--- config.mk ---
export PLATFORM = sky130hd
export DESIGN_NAME = power_path_mode_controller
export DESIGN_NICKNAME = d
export VERILOG_FILES = /design/src/hw/rtl/ppmc_pkg.sv /design/src/hw/rtl/ppmc_front.sv /design/src/hw/rtl/ppmc_queue.sv /design/src/hw/rtl/ppmc_back.sv /design/src/hw/rtl/power_path_mode_controller.sv
export SDC_FILE = /design/constraint.sdc
export NUM_CORES = 1
export LEC_CHECK = 0
export BUFFER_PORTS_ARGS = -buffer_cell sky130_fd_sc_hd__buf_2
export CORE_MARGIN = 10
export CORE_UTILIZATION = 25
export DETAILED_ROUTE_END_ITERATION = 12
export PLACE_DENSITY = 0.44
export SYNTH_ARGS = -nofsm -noshare
export SYNTH_HDL_FRONTEND = slang
export SYNTH_SLANG_ARGS = --single-unit
--- constraint.sdc ---
create_clock -name clk -period 5.3 [get_ports clk]
set_input_delay 1.06 -clock clk [delete_from_list [all_inputs] [get_ports clk]]
set_output_delay 1.06 -clock clk [all_outputs]
set_load 0.1 [all_outputs]
--- src/hw/rtl/ppmc_pkg.sv ---
package ppmc_pkg;

  // Configuration port
  localparam int CFG_IDX_W  = 2;
  localparam int CFG_DATA_W = 7;

  localparam logic [CFG_IDX_W-1:0] CFG_COMPARE_COUNT = 2'd0;
  localparam logic [CFG_IDX_W-1:0] CFG_NORMAL_LEVEL  = 2'd1;
  localparam logic [CFG_IDX_W-1:0] CFG_LOW_LEVEL     = 2'd2;

  localparam logic [6:0] COMPARE_COUNT_RST = 7'd10;
  localparam logic [2:0] NORMAL_LEVEL_RST  = 3'd3;
  localparam logic [2:0] LOW_LEVEL_RST     = 3'd5;

  // Input codes
  localparam logic REQ_TICK    = 1'b0;
  localparam logic REQ_REQUEST = 1'b1;
  localparam logic CMD_ENTER   = 1'b0;
  localparam logic CMD_EXIT    = 1'b1;

  localparam logic [3:0] LEVEL_FULL    = 4'd0;
  localparam logic [3:0] LEVEL_EJECTED = 4'd7;
  localparam logic [3:0] LEVEL_UNKNOWN = 4'd8;

  // Result kinds
  localparam logic [2:0] KIND_SOURCE = 3'd0;
  localparam logic [2:0] KIND_EXTRA  = 3'd1;
  localparam logic [2:0] KIND_ACK    = 3'd2;
  localparam logic [2:0] KIND_MUTE   = 3'd3;
  localparam logic [2:0] KIND_REPORT = 3'd4;

  // Input source
  localparam logic [2:0] SRC_IGNORE   = 3'd0;
  localparam logic [2:0] SRC_DC       = 3'd1;
  localparam logic [2:0] SRC_USB      = 3'd2;
  localparam logic [2:0] SRC_USB_NONE = 3'd3;
  localparam logic [2:0] SRC_NONE     = 3'd4;

  // Battery source
  localparam logic [1:0] BAT_IGNORE = 2'd0;
  localparam logic [1:0] BAT_NONE   = 2'd1;
  localparam logic [1:0] BAT_INT    = 2'd2;
  localparam logic [1:0] BAT_EXT    = 2'd3;

  // Extra commands
  localparam logic [2:0] EXTRA_IGNORE  = 3'd0;
  localparam logic [2:0] EXTRA_CHG_ON  = 3'd1;
  localparam logic [2:0] EXTRA_CHG_OFF = 3'd2;
  localparam logic [2:0] EXTRA_SOL_ON  = 3'd3;
  localparam logic [2:0] EXTRA_SOL_OFF = 3'd4;
  localparam logic [2:0] EXTRA_A5V_SET = 3'd5;
  localparam logic [2:0] EXTRA_A5V_CLR = 3'd6;

  // Power modes
  localparam logic [2:0] PM_DC        = 3'd0;
  localparam logic [2:0] PM_USB_INT   = 3'd1;
  localparam logic [2:0] PM_USB_EXT   = 3'd2;
  localparam logic [2:0] PM_NORMAL    = 3'd3;
  localparam logic [2:0] PM_LOW       = 3'd4;
  localparam logic [2:0] PM_SHUTDOWN  = 3'd5;
  localparam logic [2:0] PM_EMERGENCY = 3'd6;
  localparam logic [2:0] PM_NONE      = 3'd7;

  // Actions passed from front to back
  localparam logic [1:0] ACT_ACK  = 2'd0;
  localparam logic [1:0] ACT_EXIT = 2'd1;
  localparam logic [1:0] ACT_MODE = 2'd2;

  // Steps of a mode action
  localparam logic [2:0] STEP_REPORT  = 3'd0;
  localparam logic [2:0] STEP_SOURCE  = 3'd1;
  localparam logic [2:0] STEP_CHARGER = 3'd2;
  localparam logic [2:0] STEP_SOL_ON  = 3'd3;
  localparam logic [2:0] STEP_A5V_SET = 3'd4;
  localparam logic [2:0] STEP_MUTE_ON = 3'd5;
  // Steps of an emergency exit
  localparam logic [2:0] STEP_SOL_OFF = 3'd0;
  localparam logic [2:0] STEP_UNMUTE  = 3'd1;
  localparam logic [2:0] STEP_A5V_CLR = 3'd2;
  localparam logic [2:0] STEP_RESTORE = 3'd3;

  typedef struct packed {
    logic        mode;
    logic        emergency_cmd;
    logic        dc_plugged;
    logic        usb_plugged;
    logic [3:0]  int_batt_level;
    logic [3:0]  ext_batt_level;
    logic [15:0] int_batt_volt;
    logic [15:0] ext_batt_volt;
  } in_item_t;

  typedef struct packed {
    logic [2:0] kind;
    logic [2:0] input_source;
    logic [1:0] battery_source;
    logic [2:0] extra_cmd;
    logic       mute;
    logic [2:0] pwr_mode;
    logic       last;
  } out_item_t;

  typedef struct packed {
    logic [1:0] act;
    logic       report;
    logic [2:0] pm;
    logic [2:0] src;
    logic [1:0] bat;
    logic [2:0] extra;
  } action_t;

endpackage

--- src/hw/rtl/ppmc_front.sv ---
// Accept items, update controller state and emit at most one action per item.
module ppmc_front import ppmc_pkg::*; (
  input  logic                  clk,
  input  logic                  rst_n,
  input  logic                  cfg_we,
  input  logic [CFG_IDX_W-1:0]  cfg_index,
  input  logic [CFG_DATA_W-1:0] cfg_data,
  input  logic                  take,
  input  in_item_t              item,
  output logic                  act_valid,
  output action_t               act
);

  logic [6:0] compare_count_r;
  logic [2:0] normal_level_r;
  logic [2:0] low_level_r;

  logic       in_emergency_r, in_emergency_nxt;
  logic       enter_req_r, enter_req_nxt;
  logic       exit_req_r, exit_req_nxt;
  logic       int_higher_r, int_higher_nxt;
  logic [6:0] mismatch_cnt_r, mismatch_cnt_nxt;

  logic       mismatch;
  logic [3:0] nl, ll;

  assign nl = {1'b0, normal_level_r};
  assign ll = {1'b0, low_level_r};
  assign mismatch = int_higher_r ? (item.int_batt_volt < item.ext_batt_volt)
                                 : (item.int_batt_volt > item.ext_batt_volt);

  always_comb begin
    in_emergency_nxt = in_emergency_r;
    enter_req_nxt    = enter_req_r;
    exit_req_nxt     = exit_req_r;
    int_higher_nxt   = int_higher_r;
    mismatch_cnt_nxt = mismatch_cnt_r;
    act_valid        = 1'b0;
    act              = '0;
    act.act          = ACT_MODE;
    act.report       = 1'b1;
    act.src          = SRC_NONE;
    act.bat          = BAT_INT;
    act.extra        = EXTRA_CHG_OFF;
    act.pm           = PM_NONE;

    if (take) begin
      if (item.mode == REQ_REQUEST) begin
        act_valid = 1'b1;
        act.act   = ACT_ACK;
        if (!in_emergency_r && item.emergency_cmd == CMD_ENTER) enter_req_nxt = 1'b1;
        if (in_emergency_r && item.emergency_cmd == CMD_EXIT)   exit_req_nxt  = 1'b1;
      end else if (in_emergency_r) begin
        if (exit_req_r) begin
          act_valid        = 1'b1;
          act.act          = ACT_EXIT;
          in_emergency_nxt = 1'b0;
          enter_req_nxt    = 1'b0;
          exit_req_nxt     = 1'b0;
        end
      end else begin
        act_valid = 1'b1;
        if (item.dc_plugged) begin
          act.pm    = PM_DC;
          act.src   = SRC_DC;
          act.bat   = BAT_NONE;
          act.extra = (item.ext_batt_level < LEVEL_EJECTED) ? EXTRA_CHG_ON : EXTRA_CHG_OFF;
        end else if (item.usb_plugged && item.ext_batt_level == LEVEL_FULL) begin
          act.pm  = PM_USB_INT;
          act.src = SRC_USB;
          act.bat = BAT_EXT;
        end else if (item.usb_plugged) begin
          act.pm  = PM_USB_EXT;
          act.src = SRC_USB_NONE;
          act.bat = BAT_INT;
        end else if (item.int_batt_level == LEVEL_UNKNOWN ||
                     item.ext_batt_level == LEVEL_UNKNOWN) begin
          act.pm     = PM_NORMAL;
          act.report = 1'b0;
        end else if (enter_req_r) begin
          act.pm = PM_EMERGENCY;
        end else if (item.int_batt_level < nl || item.ext_batt_level < nl) begin
          act.pm = PM_NORMAL;
        end else if (item.int_batt_level < ll || item.ext_batt_level < ll) begin
          act.pm = PM_LOW;
        end else begin
          act.pm = PM_SHUTDOWN;
        end

        // Debounced battery choice for normal and low mode.
        if ((act.pm == PM_NORMAL || act.pm == PM_LOW) &&
            item.ext_batt_level != LEVEL_EJECTED) begin
          if (mismatch) begin
            if (mismatch_cnt_r == '0) begin
              int_higher_nxt   = !int_higher_r;
              mismatch_cnt_nxt = compare_count_r;
            end else begin
              mismatch_cnt_nxt = mismatch_cnt_r - 7'd1;
            end
          end else begin
            mismatch_cnt_nxt = compare_count_r;
          end
          act.bat = int_higher_nxt ? BAT_INT : BAT_EXT;
        end

        if (act.report) enter_req_nxt = 1'b0;
        if (act.pm == PM_EMERGENCY) begin
          in_emergency_nxt = 1'b1;
          exit_req_nxt     = 1'b0;
        end
      end
    end
  end

  always_ff @(posedge clk) begin
    if (!rst_n) begin
      compare_count_r <= COMPARE_COUNT_RST;
      normal_level_r  <= NORMAL_LEVEL_RST;
      low_level_r     <= LOW_LEVEL_RST;
      in_emergency_r  <= 1'b0;
      enter_req_r     <= 1'b0;
      exit_req_r      <= 1'b0;
      int_higher_r    <= 1'b1;
      mismatch_cnt_r  <= COMPARE_COUNT_RST;
    end else begin
      if (cfg_we) begin
        case (cfg_index)
          CFG_COMPARE_COUNT: compare_count_r <= cfg_data;
          CFG_NORMAL_LEVEL:  normal_level_r  <= cfg_data[2:0];
          CFG_LOW_LEVEL:     low_level_r     <= cfg_data[2:0];
          default:           ;
        endcase
      end
      in_emergency_r <= in_emergency_nxt;
      enter_req_r    <= enter_req_nxt;
      exit_req_r     <= exit_req_nxt;
      int_higher_r   <= int_higher_nxt;
      mismatch_cnt_r <= mismatch_cnt_nxt;
    end
  end

endmodule

--- src/hw/rtl/ppmc_queue.sv ---
// Small action queue between front and back.
module ppmc_queue import ppmc_pkg::*; #(
  parameter int DEPTH = 4
) (
  input  logic    clk,
  input  logic    rst_n,
  input  logic    push,
  input  action_t push_data,
  input  logic    pop,
  output action_t head,
  output logic    head_valid,
  output logic    full
);

  localparam int AW = (DEPTH > 1) ? $clog2(DEPTH) : 1;
  localparam int CW = $clog2(DEPTH + 1);

  action_t         mem_r [DEPTH];
  logic [AW-1:0]   wr_ptr_r, rd_ptr_r;
  logic [CW-1:0]   count_r;
  logic            do_push, do_pop;

  assign full       = (count_r == CW'(DEPTH));
  assign head_valid = (count_r != '0);
  assign head       = mem_r[rd_ptr_r];
  assign do_push    = push && !full;
  assign do_pop     = pop && head_valid;

  function automatic logic [AW-1:0] ptr_inc(input logic [AW-1:0] p);
    ptr_inc = (p == AW'(DEPTH - 1)) ? '0 : p + AW'(1);
  endfunction

  always_ff @(posedge clk) begin
    if (do_push) mem_r[wr_ptr_r] <= push_data;
  end

  always_ff @(posedge clk) begin
    if (!rst_n) begin
      wr_ptr_r <= '0;
      rd_ptr_r <= '0;
      count_r  <= '0;
    end else begin
      if (do_push) wr_ptr_r <= ptr_inc(wr_ptr_r);
      if (do_pop)  rd_ptr_r <= ptr_inc(rd_ptr_r);
      if (do_push && !do_pop)      count_r <= count_r + CW'(1);
      else if (do_pop && !do_push) count_r <= count_r - CW'(1);
    end
  end

endmodule

--- src/hw/rtl/ppmc_back.sv ---
// Each action yields its results in an output register, one per cycle unless stalled.
module ppmc_back import ppmc_pkg::*; (
  input  logic      clk,
  input  logic      rst_n,
  input  action_t   head,
  input  logic      head_valid,
  output logic      head_pop,
  input  logic      out_pop,
  output logic      out_empty,
  output out_item_t out_item
);

  logic      out_valid_r;
  out_item_t out_item_r;
  logic [2:0] step_r, step_nxt;
  logic [2:0] eff_step;
  logic       load;
  out_item_t  res;

  // A mode action without a report starts at the source command.
  assign eff_step = (head.act == ACT_MODE && !head.report && step_r == STEP_REPORT) ?
                    STEP_SOURCE : step_r;

  always_comb begin
    res = '0;
    case (head.act)
      ACT_ACK: begin
        res.kind = KIND_ACK;
        res.last = 1'b1;
      end
      ACT_EXIT: begin
        case (eff_step)
          STEP_SOL_OFF: begin
            res.kind      = KIND_EXTRA;
            res.extra_cmd = EXTRA_SOL_OFF;
          end
          STEP_UNMUTE: begin
            res.kind = KIND_MUTE;
          end
          STEP_A5V_CLR: begin
            res.kind      = KIND_EXTRA;
            res.extra_cmd = EXTRA_A5V_CLR;
          end
          default: begin
            res.kind           = KIND_SOURCE;
            res.input_source   = SRC_DC;
            res.battery_source = BAT_INT;
            res.last           = 1'b1;
          end
        endcase
      end
      default: begin
        case (eff_step)
          STEP_REPORT: begin
            res.kind     = KIND_REPORT;
            res.pwr_mode = head.pm;
            res.last     = (head.pm == PM_SHUTDOWN);
          end
          STEP_SOURCE: begin
            res.kind           = KIND_SOURCE;
            res.input_source   = head.src;
            res.battery_source = head.bat;
          end
          STEP_CHARGER: begin
            res.kind      = KIND_EXTRA;
            res.extra_cmd = head.extra;
            res.last      = (head.pm != PM_EMERGENCY);
          end
          STEP_SOL_ON: begin
            res.kind      = KIND_EXTRA;
            res.extra_cmd = EXTRA_SOL_ON;
          end
          STEP_A5V_SET: begin
            res.kind      = KIND_EXTRA;
            res.extra_cmd = EXTRA_A5V_SET;
          end
          default: begin
            res.kind = KIND_MUTE;
            res.mute = 1'b1;
            res.last = 1'b1;
          end
        endcase
      end
    endcase
  end

  assign load     = head_valid && (!out_valid_r || out_pop);
  assign head_pop = load && res.last;
  assign step_nxt = res.last ? STEP_REPORT : eff_step + 3'd1;

  always_ff @(posedge clk) begin
    if (load) out_item_r <= res;
  end

  always_ff @(posedge clk) begin
    if (!rst_n) begin
      out_valid_r <= 1'b0;
      step_r      <= STEP_REPORT;
    end else begin
      if (load) begin
        out_valid_r <= 1'b1;
        step_r      <= step_nxt;
      end else if (out_pop) begin
        out_valid_r <= 1'b0;
      end
    end
  end

  assign out_empty = !out_valid_r;
  assign out_item  = out_item_r;

endmodule

--- src/hw/rtl/power_path_mode_controller.sv ---
// Power-path mode controller. Each input item is either a periodic tick
// (plug flags, battery levels and voltages) or an emergency enter/exit
// request; it yields zero to six result items, the final one marked by
// last. The front stage takes one item per clock whenever in_full is low
// and updates all mode state right away, so the next item sees it at once.
// The back stage drains result items at one per clock, as long as out_pop
// takes each one, through a single output register. An ack or a shutdown
// tick yields one result, other active ticks two or three, an emergency
// exit four, an emergency entry six and an idle emergency tick none.
// QUEUE_DEPTH actions buffer between the two, so input and output stall
// independently.
// Configuration (cfg_we/cfg_index/cfg_data) is meant to be written while
// the block is idle; a new compare_count is used at the next counter reload.
module power_path_mode_controller import ppmc_pkg::*; #(
  parameter int QUEUE_DEPTH = 4
) (
  input  logic                  clk,
  input  logic                  rst_n,
  // input queue side
  input  logic                  in_push,
  output logic                  in_full,
  input  in_item_t              in_item,
  // result queue side
  output logic                  out_empty,
  input  logic                  out_pop,
  output out_item_t             out_item,
  // configuration writes
  input  logic                  cfg_we,
  input  logic [CFG_IDX_W-1:0]  cfg_index,
  input  logic [CFG_DATA_W-1:0] cfg_data
);

  logic    take;
  logic    act_valid;
  action_t act;
  action_t head;
  logic    head_valid;
  logic    head_pop;

  // Accept an item whenever the action queue has room.
  assign take = in_push && !in_full;

  // Classify the item and advance mode state.
  ppmc_front u_front (
    .clk       (clk),
    .rst_n     (rst_n),
    .cfg_we    (cfg_we),
    .cfg_index (cfg_index),
    .cfg_data  (cfg_data),
    .take      (take),
    .item      (in_item),
    .act_valid (act_valid),
    .act       (act)
  );

  // Hold pending actions between front and back.
  ppmc_queue #(
    .DEPTH (QUEUE_DEPTH)
  ) u_queue (
    .clk        (clk),
    .rst_n      (rst_n),
    .push       (act_valid),
    .push_data  (act),
    .pop        (head_pop),
    .head       (head),
    .head_valid (head_valid),
    .full       (in_full)
  );

  // Play each action out as result items.
  ppmc_back u_back (
    .clk        (clk),
    .rst_n      (rst_n),
    .head       (head),
    .head_valid (head_valid),
    .head_pop   (head_pop),
    .out_pop    (out_pop),
    .out_empty  (out_empty),
    .out_item   (out_item)
  );

endmodule

**After elaboration in Yosys (flattened, before gate mapping)**

Memory sizes are Yosys's and may differ from the RTL's. A register that Yosys moved wholly into a read port is not among the register bits.
Index checks and enable logic that the tools add are counted.

- Flip-flop bits (word level): 51
- Bits in latches: 0
- Bits in writable memories: 56
- Bits in read-only memories: 0
- Bits of input ports: 58
- Logic and storage cells: 187
- Memories: 1

- Add/subtract/negate cells: 6
- Multipliers: 0
- Div/mod/pow operators: 0
- $lt $le $gt $ge: 7
- Equal/unequal tests: 22
- Shift operators: 0
- Mux-type cells: 77
- Bitwise gates (word level): 4
- Reduce and logical (&&, ||, !) cells: 50

Memory list:

| name | words | width | rd ports | clocked after Yosys merged registers in | wr ports | RTL line | text |
|---|---|---|---|---|---|---|---|
| u_queue.mem_r | 4 | 14 | 1 | 1 | 1 | ppmc_queue.sv:18 | `action_t mem_r [DEPTH];` |

Operators with widths:

| operator | count |
|---|---|
| 8-bit two-way mux | 5 |
| 1-bit two-way mux | 38 |
| 3-bit two-way mux | 10 |
| 12-bit two-way mux | 2 |
| 2-bit two-way mux | 9 |
| 3-bit case mux with 3 select lines | 2 |
| 16-bit > comparator | 1 |
| 16-bit < comparator | 1 |
| 4-bit by 3-bit < comparator with 1-bit output | 4 |
| 8-bit case mux with 2 select lines | 1 |
| 3-bit == test (second input constant) | 5 |
| 14-bit two-way mux | 1 |
| 7-bit two-way mux | 2 |
| 1-bit logical AND | 13 |
| 3-bit case mux with 2 select lines | 2 |
| 3-bit OR reduction | 4 |
| 5-bit two-way mux | 2 |
| 3-bit by 2-bit == test with 1-bit output (second input constant) | 3 |
| 3-bit nonzero test | 3 |
| 2-bit == test (second input constant) | 4 |
| 4-bit == test (second input constant) | 2 |
| 2-bit AND reduction | 4 |
| 4-bit AND reduction | 2 |
| 1-bit logical NOT | 7 |
| other kinds (23) | 39 |

**Longest topological paths before layout**

Gate-level depths: netlist (run 1).

- Depth in word-level cells: 24
- Gate-level depth with buffers: 18

**Hierarchy**

From an unflattened synthesis (run 1), not the netlist that was laid out.

- Cells, all modules: 498
- Area total of the unflattened synthesis: 5786.8 um^2

Modules (own cells, without submodules):

| module | instances | cells an instance | area an instance (um^2) | sequential area each (um^2) |
|---|---|---|---|---|
| ppmc_queue | 1 | 124 | 2523.7 | 1861.8 |
| ppmc_front | 1 | 280 | 2174.6 | 480.5 |
| ppmc_back | 1 | 93 | 1074.8 | 560.5 |
| power_path_mode_controller | 1 | 1 | 13.8 | 0.0 |

**Worst setup path after synthesis (run 1)**

Ideal clock, no wire load.

- Path kind: register to register
- From: register u_queue.count_r[0]
- To: register u_queue.count_r[2]
- Setup time: 0.071 ns
- Arrival time: 4.087 ns
- Slack: 1.142 ns
- Stages on the path, launching flop included: 10
- Buffers on the path: 0
- Period minus slack after synthesis: 4.158 ns
- Path through: dfxtp_1 > nor3b_1 > nand2b_1 > a21oi_1 > ha_1 > inv_1 > fa_1 > xor2_1 > or3_1 > a21oi_1

- Cells in the longest elaborated chain, start to end: 8
- Elaborated cells on any way between the ends: 18

Ends and longest elaborated chain:

| item | RTL line | text |
|---|---|---|
| start, declared | ppmc_queue.sv:20 | `logic [CW-1:0] count_r;` |
| start signal, assigned | ppmc_queue.sv:45 | `if (do_push && !do_pop) count_r <= count_r + CW'(1);` |
| start signal, assigned | ppmc_queue.sv:46 | `else if (do_pop && !do_push) count_r <= count_r - CW'(1);` |
| 3-bit == test (*) | ppmc_queue.sv:23 | `assign full = (count_r == CW'(DEPTH));` |
| via in_full | power_path_mode_controller.sv:21 | `output logic in_full,` |
| 1-bit logical NOT (*) | ppmc_queue.sv:26, power_path_mode_controller.sv:41 |  |
| 1-bit logical AND | power_path_mode_controller.sv:41 | `assign take = in_push && !in_full;` |
| 1-bit two-way mux | ppmc_front.sv:47 | `if (take) begin` |
| 1-bit logical AND (*) | ppmc_queue.sv:26 | `assign do_push = push && !full;` |
| via u_queue.do_push | ppmc_queue.sv:21 | `logic do_push, do_pop;` |
| 1-bit logical NOT | ppmc_queue.sv:46 |  |
| 1-bit logical AND | ppmc_queue.sv:46 |  |
| 2-bit nonzero test (no line) | n/a |  |

The timed path passes the listed nets; every way through them passes the cells marked *. The select of a mux whose other input is x is not followed.
A chain may end at the register's enable or synchronous reset.

==> results.tsv, run 1 <==
stage	metric	value	unit
status	status	finished clean	
floorplanning	start_util	25.4	%
critical_path	slowest_delay	730	ps
drt	wl	12.0	mm
synthesis	synth-edff-count	68	
synthesis	syn_inst	464	
synthesis	yosysWarnings	0	
placement	place_inst	802	
placement	place_congestion	0.768	
sta	skew	12.5	ps
critical_path	ff2ff_setup_slack	1050	ps
clock_tree	cts_tree	built	
synthesis	yosys-top-cells-area	edfxtp_1 38%, dfxtp_1 14%, ha_1 8.5%	
final_layout	area_growth	18.6	%
floorplanning	die_w	166	um
final_layout	multi_input_area	2330	um^2
pwr	peakVddDrop	0.168	mV
pwr	p_leak	2.47	nW
grt	grt_pass1_vias	3836	
critical_path	crit_slowest_cell	mux4_1	
synthesis	synth_ff_type	edfxtp_1	
final_layout	num-fill-cells	2147	
final_layout	final_nets	633	
sta	fmax	0.235	GHz
clock_tree	root_buffer	clkbuf_16	
pwr	powerDensity	456	nW/um^2
placement	preCtsSetupSlack	1090	ps
clock_tree	postCtsHoldBufs	0	
sta	fin_crit_sh	80.2	%
synthesis	synthAdderAreaFrac	8.84	%
grt	grt_use_total	8.81	%
synthesis	synth_simple_gate_area_share	14.3	%
clock_tree	cts.htree.levels	3	
drt	drc	0	
synthesis	syn_area	5320	um^2
synthesis	synth_xor_area_share	0.329	%
floorplanning	dieArea	27500	um^2
synthesis	synth_top_cell_by_area	edfxtp_1	
final_layout	drive_above_1_share	22.1	%
synthesis	synth_mux_area_share	9.85	%
critical_path	timing.critical_path.from_type	flip-flop	
clock_tree	cts_inserted_buffers	9	
grt	antenna_found_initial	0	
floorplanning	core-area	21000	um^2
final_layout	instances_no_fill	819	
sta	rsz0062_at_grt	no	
pwr	power	2.88	mW
sta	worst_slack	1050	ps
synthesis	synth_top_family_by_area	simple AND/OR/NAND/NOR gates	
final_layout	fin_area	6310	um^2
critical_path	crit_type	reg -> reg	
job	max-cap-violations	0	
grt	overflow	0	
placement	port_buffers	75	
synthesis	synth_seq_cells	105	
synthesis	synth.net_count	559	
drt	wl_per_cell	14.7	um
critical_path	worstPathMaxFanout	11	
final_layout	layout_commonest_cell	buf_2	
final_layout	most-common-layout-cells	75 x buf_2, 68 x edfxtp_1, 38 x nand2_1	
sta	slew_headroom	25.2	%
grt	grt_pass1_wl	20.1	mm
worst_hold_path	worstHoldPathType	reg -> reg	
sta	final_max_slew_viol_count	0	
sta	timing_hold_violations_final	0	
synthesis	synthArstFlopShare	0	%
synthesis	ys_seq_area_share	52.3	%
synthesis	postSynthAreaPerCell	11.5	um^2
clock_tree	cts_buffer_depth	2	
sta	finalSetupViolCount	0	
sta	min_period	4250	ps
floorplanning	rows	53	
drt	ant_nets	0	
floorplanning	io_pins	76	
grt	grt_max_degree	24	
clock_tree	clkTransAtPathRegs	70	ps
placement	dpl-instance-area	5990	um^2
drt	dr.pass1.iters	5	
final_layout	regArea	2780	um^2
synthesis	synth_cell_types	62	
critical_path	end_kind	flip-flop	
critical_path	crit_arrival	4510	ps
drt	via_count	3695	
critical_path	crit_chain	mux4_1 -> and2_1 -> a21oi_1 -> inv_1 -> ha_1 -> o31ai_1 -> a21boi_0 -> a21oi_2 -> nand2_2 -> ha_1 -> inv_1 -> fa_1 -> xor2_1 -> or3_1 -> a21oi_1	
drt	avgViaCountPerCell	4.51	
floorplanning	fp.dieH	166	um
clock_tree	clk_latency	340	ps
clock_tree	clock-sinks	105	
sta	worst_pin_slew	1120	ps
placement	hpwlAfterDp	9.30	mm
synthesis	synth_compound_area_share	10.5	%
clock_tree	postCtsResizedCells	0	
drt	drtIter0Drc	182	
synthesis	synth_top_cell_area_share	38.4	%
clock_tree	cts_setup_buffers	0	
sta	tns	0	ps
critical_path	critical_path_required	5560	ps
## stage by stage
stage               hold slack [ps]  utilization [%]
CTS                             477             30.1
floorplan                       432                -
global route                    490             30.1
global placement                454             28.6
finish                          471             30.1
detailed placement              457             28.6
## critical path: cells and delay by family (launching register included)
| family | cells | cell delay [ps] |
|---|---|---|
| muxes | 1 | 730 |
| xor gates and xnor gates | 1 | 80 |
| and+or+nand+nor | 3 | 750 |
| AOI/OAI and AO/OA | 5 | 1270 |
| DFF | 1 | 350 |
| buffers and inverters | 2 | 220 |
| adders and majority gates | 3 | 780 |
## sequential cells by signal, indices dropped and copies added, names as in the netlist, 2 cells and up, named ones only
| signal | count |
|---|---|
| u_front.normal_level_r | 3 |
| u_front.low_level_r | 3 |
| u_queue.wr_ptr_r | 2 |
| u_queue.rd_ptr_r | 2 |
| u_back.out_item | 16 |
| u_back.step_r | 3 |
| u_front.mismatch_cnt_r | 7 |
| u_queue.count_r | 3 |
| u_front.compare_count_r | 7 |
| u_queue.mem_r | 52 |
## report_power, final
group          leakage (nW)  switching (mW)  internal, mW
Sequential            0.918          0.0442          1.04
Combinational          1.39           0.843         0.263
Clock                 0.159           0.289         0.406
## area by class of cell
class | instances | area share (%)
sequential | 105 | 44.1
multi-input combinational | 309 | 37.0
timing repair buffer | 78 | 6.30
tap | 275 | 5.45
clock buffer | 14 | 4.87
inverter | 35 | 2.08
clock inverter | 2 | 0.218
antenna | 1 | 0.0396
## cells in the mapped netlist, types with 3 or more instances
| cell | instances |
|---|---|
| edfxtp_1 | 68 |
| nand2_1 | 38 |
| dfxtp_1 | 37 |
| ha_1 | 36 |
| inv_1 | 34 |
| nor2_1 | 33 |
| a21oi_1 | 27 |
| mux2i_1 | 19 |
| o21ai_0 | 19 |
| nor3_1 | 14 |
| nand3_1 | 12 |
| mux4_2 | 11 |
| clkbuf_1 | 9 |
| and2_1 | 8 |
| nor2b_1 | 8 |
| and3_1 | 6 |
| nand2b_1 | 6 |
| or3_1 | 6 |
| nor3b_1 | 5 |
| a211oi_1 | 4 |
| a21o_1 | 4 |
| nand4_1 | 4 |
| a21boi_0 | 3 |
| a31oi_1 | 3 |
| buf_2 | 3 |
| or2_2 | 3 |
## final timing paths
| path | from | to | cells after the start |
|---|---|---|---|
| worst max-delay path | flip-flop | u_queue.count_r[2] | 15 |
| worst min-delay path | u_back.out_valid_r | u_back.out_valid_r | 2 |
| worst max register to register | flip-flop | u_queue.count_r[2] | 15 |
| worst min register to register | u_back.out_valid_r | u_back.out_valid_r | 2 |
## routing by layer
layer	vias up	part of all wire [%]	global-route usage, %
met1	1744	46	10.7
met5	-	0	0
met2	83	48	14.8
li1	1858	-	-
met4	0	1.2	2.20
met3	10	4.5	2.70
## logic make-up (layout without fill, tap and decap cells)
logic type               Yosys count  count (layout)
buffers and inverters             50             129
AND/OR/NAND/NOR                  152             152
flip-flops                       105             105
adder cells (fa/ha/maj)           37              37
AO/OA/AOI/OAI                     84              84
XOR/XNOR                           2               2
multiplexers                      34              34
other                              0               1
Note: power is estimated with default switching activity, not from simulation.
==> inputs of run 2 (changes only) <==
--- a/config.mk
+++ b/config.mk
@@ -9,7 +9,7 @@
 export CORE_MARGIN = 10
 export CORE_UTILIZATION = 25
 export DETAILED_ROUTE_END_ITERATION = 12
-export PLACE_DENSITY = 0.44
+export PLACE_DENSITY = 0.46
 export SYNTH_ARGS = -nofsm -noshare
 export SYNTH_HDL_FRONTEND = slang
 export SYNTH_SLANG_ARGS = --single-unit
==> constraint.sdc (replaced) <==
create_clock -name clk -period 3.8 [get_ports clk]
set_input_delay 0.76 -clock clk [delete_from_list [all_inputs] [get_ports clk]]
set_output_delay 0.76 -clock clk [all_outputs]
set_load 0.1 [all_outputs]
==> results.tsv, run 2 (synthesis results as in run 1) <==
stage	metric	value	unit	change
worst_hold_path	worstHoldPathType	reg -> reg		
clock_tree	postCtsHoldBufs	0		unchanged
final_layout	num-fill-cells	2198		+2.4%
final_layout	regMostFlops	u_queue.mem_r		
clock_tree	cts_tree	built		
drt	avgViaCountPerCell	4.50		-0.22%
final_layout	most-common-layout-cells	75 x buf_2, 68 x edfxtp_1, 38 x nand2_1		
final_layout	final_nets	641		+1.3%
pwr	pwr-share-seq	37.7	%	+0.2 points
clock_tree	cts.htree.levels	3		unchanged
floorplanning	core-area	21000	um^2	unchanged
placement	port_buffers	75		unchanged
sta	finalSetupViolCount	0		unchanged
final_layout	largest_register_ffs	52		unchanged
floorplanning	fp.dieH	166	um	unchanged
drt	drc	0		unchanged
pwr	power	4.02	mW	+39%
sta	fmax	0.277	GHz	+18%
critical_path	worstPathMaxFanout	6		-5
critical_path	timing.critical_path.from_type	flip-flop		
clock_tree	cts_buffer_depth	2		unchanged
sta	min_period	3610	ps	-638 ps
pwr	switching_power	1.70	mW	+44%
pwr	power_frac_clock	22.0	%	-2.1 points
drt	wl	12.3	mm	+2.2%
final_layout	layout_commonest_cell	buf_2		
grt	overflow	0		unchanged
grt	use_met2	15.3	%	+0.52 points
job	max-cap-violations	0		unchanged
final_layout	regArea	2780	um^2	about the same
floorplanning	die_w	166	um	unchanged
final_layout	drive_above_1_share	25.4	%	+3.3 points
sta	tns	0	ps	unchanged
grt	met3_usage	2.56	%	-0.14 points
pwr	swShare	42.2	%	+1.4 points
grt	grt_pass1_vias	3997		+4.2%
sta	fin_crit_sh	95.1	%	+15 points
clock_tree	cts_inserted_buffers	9		unchanged
clock_tree	root_buffer	clkbuf_16		
drt	wl_per_cell	14.9	um	+1.2%
clock_tree	clkTransAtPathRegs	70	ps	about the same
floorplanning	io_pins	76		unchanged
status	status	finished clean		
critical_path	crit_type	reg -> reg		
pwr	pwr-share-comb	40.3	%	+1.9 points
pwr	internal-power	2.32	mW	+36%
final_layout	area_growth	19.8	%	
floorplanning	start_util	25.4	%	unchanged
grt	grt_pass1_wl	20.3	mm	+1.1%
final_layout	multi_input_area	2380	um^2	+1.8%
placement	place_congestion	0.784		+2.1%
critical_path	end_kind	flip-flop		
clock_tree	clk_latency	360	ps	+20 ps
grt	grt_use_total	9.04	%	+0.23 points
floorplanning	dieArea	27500	um^2	unchanged
placement	hpwlAfterDp	9.42	mm	+1.3%
drt	via_count	3723		+0.76%
pwr	peakVddDrop	0.310	mV	+84%
pwr	powerDensity	630	nW/um^2	+38%
grt	busiest_layer	met2		
grt	grt_max_degree	24		unchanged
sta	slew_headroom	38.9	%	+14 points
floorplanning	rows	53		unchanged
sta	skew	10.9	ps	-1.57 ps
sta	worst_pin_slew	915	ps	-205 ps
clock_tree	clock-sinks	105		unchanged
drt	ant_nets	0		unchanged
sta	timing_hold_violations_final	0		unchanged
drt	dr.pass1.iters	4		-1
critical_path	critical_path_required	4090	ps	-1470 ps
critical_path	crit_arrival	3900	ps	-610 ps
grt	gr-usage-met1	10.4	%	-0.35 points
drt	drtIter0Drc	115		-37%
pwr	p_leak	2.49	nW	+0.96%
sta	final_max_slew_viol_count	0		unchanged
grt	antenna_found_initial	1		+1
-- run 2: cell count changes in the layout (fill, tap and decap cells not counted), sizes merged --
cell,change
inv,+1
clkbuf,-4
clkinv,+3
buf,+8
-- run 2: worst max-delay path, stage by stage, from the launching register on --
cell and delay [ps]:
dfxtp_2 390, mux4_2 570, nor3_2 190, a21oi_2 100, ha_1 270, buf_4 180, a31o_2 200, o2111ai_1 110
a21oi_2 100, nand2_2 110, ha_2 210, inv_1 60, fa_1 420, xor2_1 150, or3_1 330, a21oi_2 150
-- run 2: cell type report --
class	instances	area share, %
well taps	275	5.40
clock buffers	10	3.59
clock inverters	6	0.785
flip-flops and latches	105	43.7
diodes	1	0.0392
multi-input cells	309	37.3
inverters	35	2.06
repair buffers	86	7.18
-- run 2: power groups by stage --
| stage | clock network, mW | logic (mW) | registers (mW) |
|---|---|---|---|
| after floorplan | 0 | 0.648 | 2.16 |
| after global placement | 0 | 1.59 | 1.54 |
| after detailed placement | 0 | 1.61 | 1.54 |
| after CTS | 0.917 | 1.62 | 1.52 |
| after global routing | 0.963 | 1.75 | 1.54 |
| final | 0.886 | 1.62 | 1.52 |
-- run 2: path summary, 6_finish.rpt --
| path | from | end | slack (ps) | depth (start not counted) |
|---|---|---|---|---|
| min | u_back.out_valid_r | u_back.out_valid_r | 470 | 2 |
| max | flip-flop | u_queue.count_r[2] | 190 | 15 |
| max reg2reg | flip-flop | u_queue.count_r[2] | 190 | 15 |
| min reg2reg | u_back.out_valid_r | u_back.out_valid_r | 470 | 2 |
-- run 2: repair_timing --
| item | in CTS | in global routing |
|---|---|---|
| endpoints found under the setup margin | 1 | 2 |
| pin swaps | 0 | 1 |
| buffers inserted | 0 | 0 |
| gates resized for setup | 1 | 9 |
-- run 2: per-stage QoR --
step,cells,instance area (um^2),hold slack [ps],utilization [%],worst slack [ps]
after floorplan,464,5340,432,-,5.59
after global placement,810,6060,458,28.9,185
after detailed placement,810,6060,461,28.9,-20.0
after CTS,826,6350,474,30.3,16.1
after global routing,826,6370,506,30.4,-14.8
final,827,6380,468,30.4,185
-- run 2: layer usage --
| layer | wire (um) | up-vias | share of wire (%) |
|---|---|---|---|
| met1 | 5540 | 1759 | 45 |
| met4 | 286 | 0 | 2.3 |
| met3 | 523 | 22 | 4.2 |
| met2 | 5960 | 73 | 48 |
| met5 | 0 | - | 0 |
| li1 | - | 1869 | - |
==> inputs of run 3 (changes only) <==
--- a/config.mk
+++ b/config.mk
@@ -9,7 +9,8 @@
 export CORE_MARGIN = 10
 export CORE_UTILIZATION = 25
 export DETAILED_ROUTE_END_ITERATION = 12
-export PLACE_DENSITY = 0.46
+export MAX_ROUTING_LAYER = met4
+export PLACE_DENSITY = 0.51
 export SYNTH_ARGS = -nofsm -noshare
 export SYNTH_HDL_FRONTEND = slang
 export SYNTH_SLANG_ARGS = --single-unit
==> results.tsv, run 3 (synthesis results as in run 1) <==
stage	metric	value	unit	change
pwr	powerDensity	636	nW/um^2	+0.86%
worst_hold_path	worstHoldStart	u_back.out_valid_r		
final_layout	drive_above_1_share	24.9	%	-0.50 points
pwr	internal-power	2.38	mW	+2.4%
grt	overflow	0		unchanged
critical_path	crit_chain	mux4_2 -> and2_1 -> a21oi_2 -> inv_1 -> ha_1 -> o31ai_4 -> a21boi_2 -> a21oi_2 -> nand2_2 -> ha_1 -> inv_1 -> fa_1 -> xor2_1 -> or3_1 -> a21oi_1		
final_layout	area_growth	20.0	%	
critical_path	end_kind	flip-flop		
grt	grt_max_degree	24		unchanged
final_layout	most-common-layout-cells	75 x buf_2, 68 x edfxtp_1, 38 x nand2_1		
grt	grt_use_total	8.76	%	-0.28 points
drt	drc	0		unchanged
drt	wl_per_cell	14.6	um	-2.0%
critical_path	critical_path_required	4070	ps	-20 ps
floorplanning	dieArea	27500	um^2	unchanged
clock_tree	cts_inserted_buffers	9		unchanged
floorplanning	io_pins	76		unchanged
clock_tree	root_buffer	clkbuf_16		
critical_path	crit_arrival	3760	ps	-140 ps
sta	final_max_slew_viol_count	0		unchanged
sta	min_period	3500	ps	-117 ps
clock_tree	clk_latency	350	ps	about the same
pwr	switching_power	1.69	mW	-0.72%
critical_path	cp-endpoint	u_queue.count_r[2]		
floorplanning	core-area	21000	um^2	unchanged
final_layout	regMostFlops	u_queue.mem_r		
critical_path	cp_top_family	compound AO/OA/AOI/OAI gates		
critical_path	timing.critical_path.from_type	flip-flop		
drt	drtIter0Drc	155		+35%
grt	grt_pass1_vias	3897		-2.5%
sta	fin_crit_sh	92.0	%	-3.1 points
critical_path	crit_slowest_cell	mux4_2		
floorplanning	fp.dieH	166	um	unchanged
critical_path	worst-path-stages	15		unchanged
pwr	p_leak	2.50	nW	+0.43%
pwr	power_frac_clock	23.1	%	+1.1 points
sta	worst_slack	303	ps	+117 ps
sta	worst_pin_slew	881	ps	-33.8 ps
clock_tree	cts_tree	built		
final_layout	num-fill-cells	2231		+1.5%
pwr	power	4.06	mW	+1.1%
critical_path	rr_worst_depth	15		unchanged
clock_tree	postCtsHoldBufs	0		unchanged
placement	preCtsSetupSlack	-12.0	ps	+7.95 ps
drt	wl	12.0	mm	-2.1%
floorplanning	rows	53		unchanged
placement	port_buffers	75		unchanged
clock_tree	cts.htree.levels	3		unchanged
sta	rsz0062_at_grt	no		
drt	avgViaCountPerCell	4.53		+0.61%
critical_path	worstPathMaxFanout	5		-1
drt	via_count	3741		+0.48%
critical_path	path_buf_inv	2		unchanged
sta	fin_worst_hold_slack	474	ps	+5.64 ps
placement	place_congestion	0.769		-1.9%
final_layout	layout_commonest_cell	buf_2		
floorplanning	start_util	25.4	%	unchanged
job	max-cap-violations	0		unchanged
final_layout	utilization	30.5	%	+0.066 points
grt	antenna_found_initial	1		unchanged
pwr	pwr-share-seq	37.3	%	-0.4 points
drt	ant_nets	0		unchanged
critical_path	slowest_delay	520	ps	-50 ps
sta	slew_headroom	41.2	%	+2.3 points
pwr	peakVddDrop	0.243	mV	-22%
placement	hpwlAfterDp	9.33	mm	-0.97%
clock_tree	cts_buffer_depth	2		unchanged
critical_path	crit_type	reg -> reg		
critical_path	ff2ff_setup_slack	300	ps	+120 ps
status	status	finished clean		
final_layout	instances_no_fill	826		-0.12%
sta	finalSetupViolCount	0		unchanged
floorplanning	die_w	166	um	unchanged
final_layout	largest_register_ffs	52		unchanged
clock_tree	clock-sinks	105		unchanged
sta	timing_hold_violations_final	0		unchanged
critical_path	r2r_end	u_queue.count_r[2]		
worst_hold_path	worstHoldPathType	reg -> reg		
final_layout	final_nets	640		-0.16%
clock_tree	clkTransAtPathRegs	70	ps	about the same
pwr	swShare	41.5	%	-0.75 points
drt	dr.pass1.iters	5		+1
sta	skew	11.6	ps	+0.654 ps
pwr	pwr-share-comb	39.6	%	-0.7 points
sta	fmax	0.286	GHz	+3.4%
placement	place_inst	809		-0.12%
grt	grt_pass1_wl	19.4	mm	-4.4%
run 3: through the flow:
step,area [um^2],TNS (ps)
4_1_cts,6360,0
2_1_floorplan,5340,0
3_3_place_gp,6060,0
6_report,6390,0
5_1_grt,6390,0
3_5_place_dp,6060,-12.0
run 3: worst min-delay path, delay by kind of cell, from the launching register on:
family / cells / cell delay (ps)
compound gates: 1 / 50
flops: 1 / 330
simple gates: 1 / 60
run 3: cell type report:
class	count	area [um^2]	area share (%)
Sequential cell	105	2790	43.6
Inverter	35	131	2.06
Antenna cell	1	2.50	0.0392
Clock buffer	9	225	3.52
Timing Repair Buffer	85	450	7.05
Tap cell	275	344	5.38
Clock inverter	7	78.8	1.23
Multi-Input combinational cell	309	2370	37.1
run 3: routing by layer:
layer  GRT usage [%]  vias up  wire length [um]
li1                -     1872                 -
met2            14.4       68              5880
met5               -        -                 0
met4            2.66        0               178
met1            10.3     1783              5590
met3            2.30       18               400
run 3: worst min-delay path by stage:
stage	to	cells past startpoint
finish	u_back.out_valid_r	2
global route	u_back.out_valid_r	2
CTS	u_back.out_valid_r	2
detailed placement	u_back.out_valid_r	2
global placement	u_front.compare_count_r[1]	2
floorplan	u_front.compare_count_r[1]	2
run 3: timing repair:
item | CTS | global route
cloned | 0 | 0
endpoints found under the setup margin | 1 | 2
buffers inserted | 0 | 0
gates resized for setup | 1 | 8
pin swaps | 0 | 2
run 3: power by group through the flow:
stage               Sequential (mW)  Clock (mW)  Combinational (mW)
global route                   1.54        1.01                1.72
global placement               1.54           0                1.57
CTS                            1.52       0.963                1.60
detailed placement             1.54           0                1.60
finish                         1.52       0.940                1.61
floorplan                      2.16           0               0.648
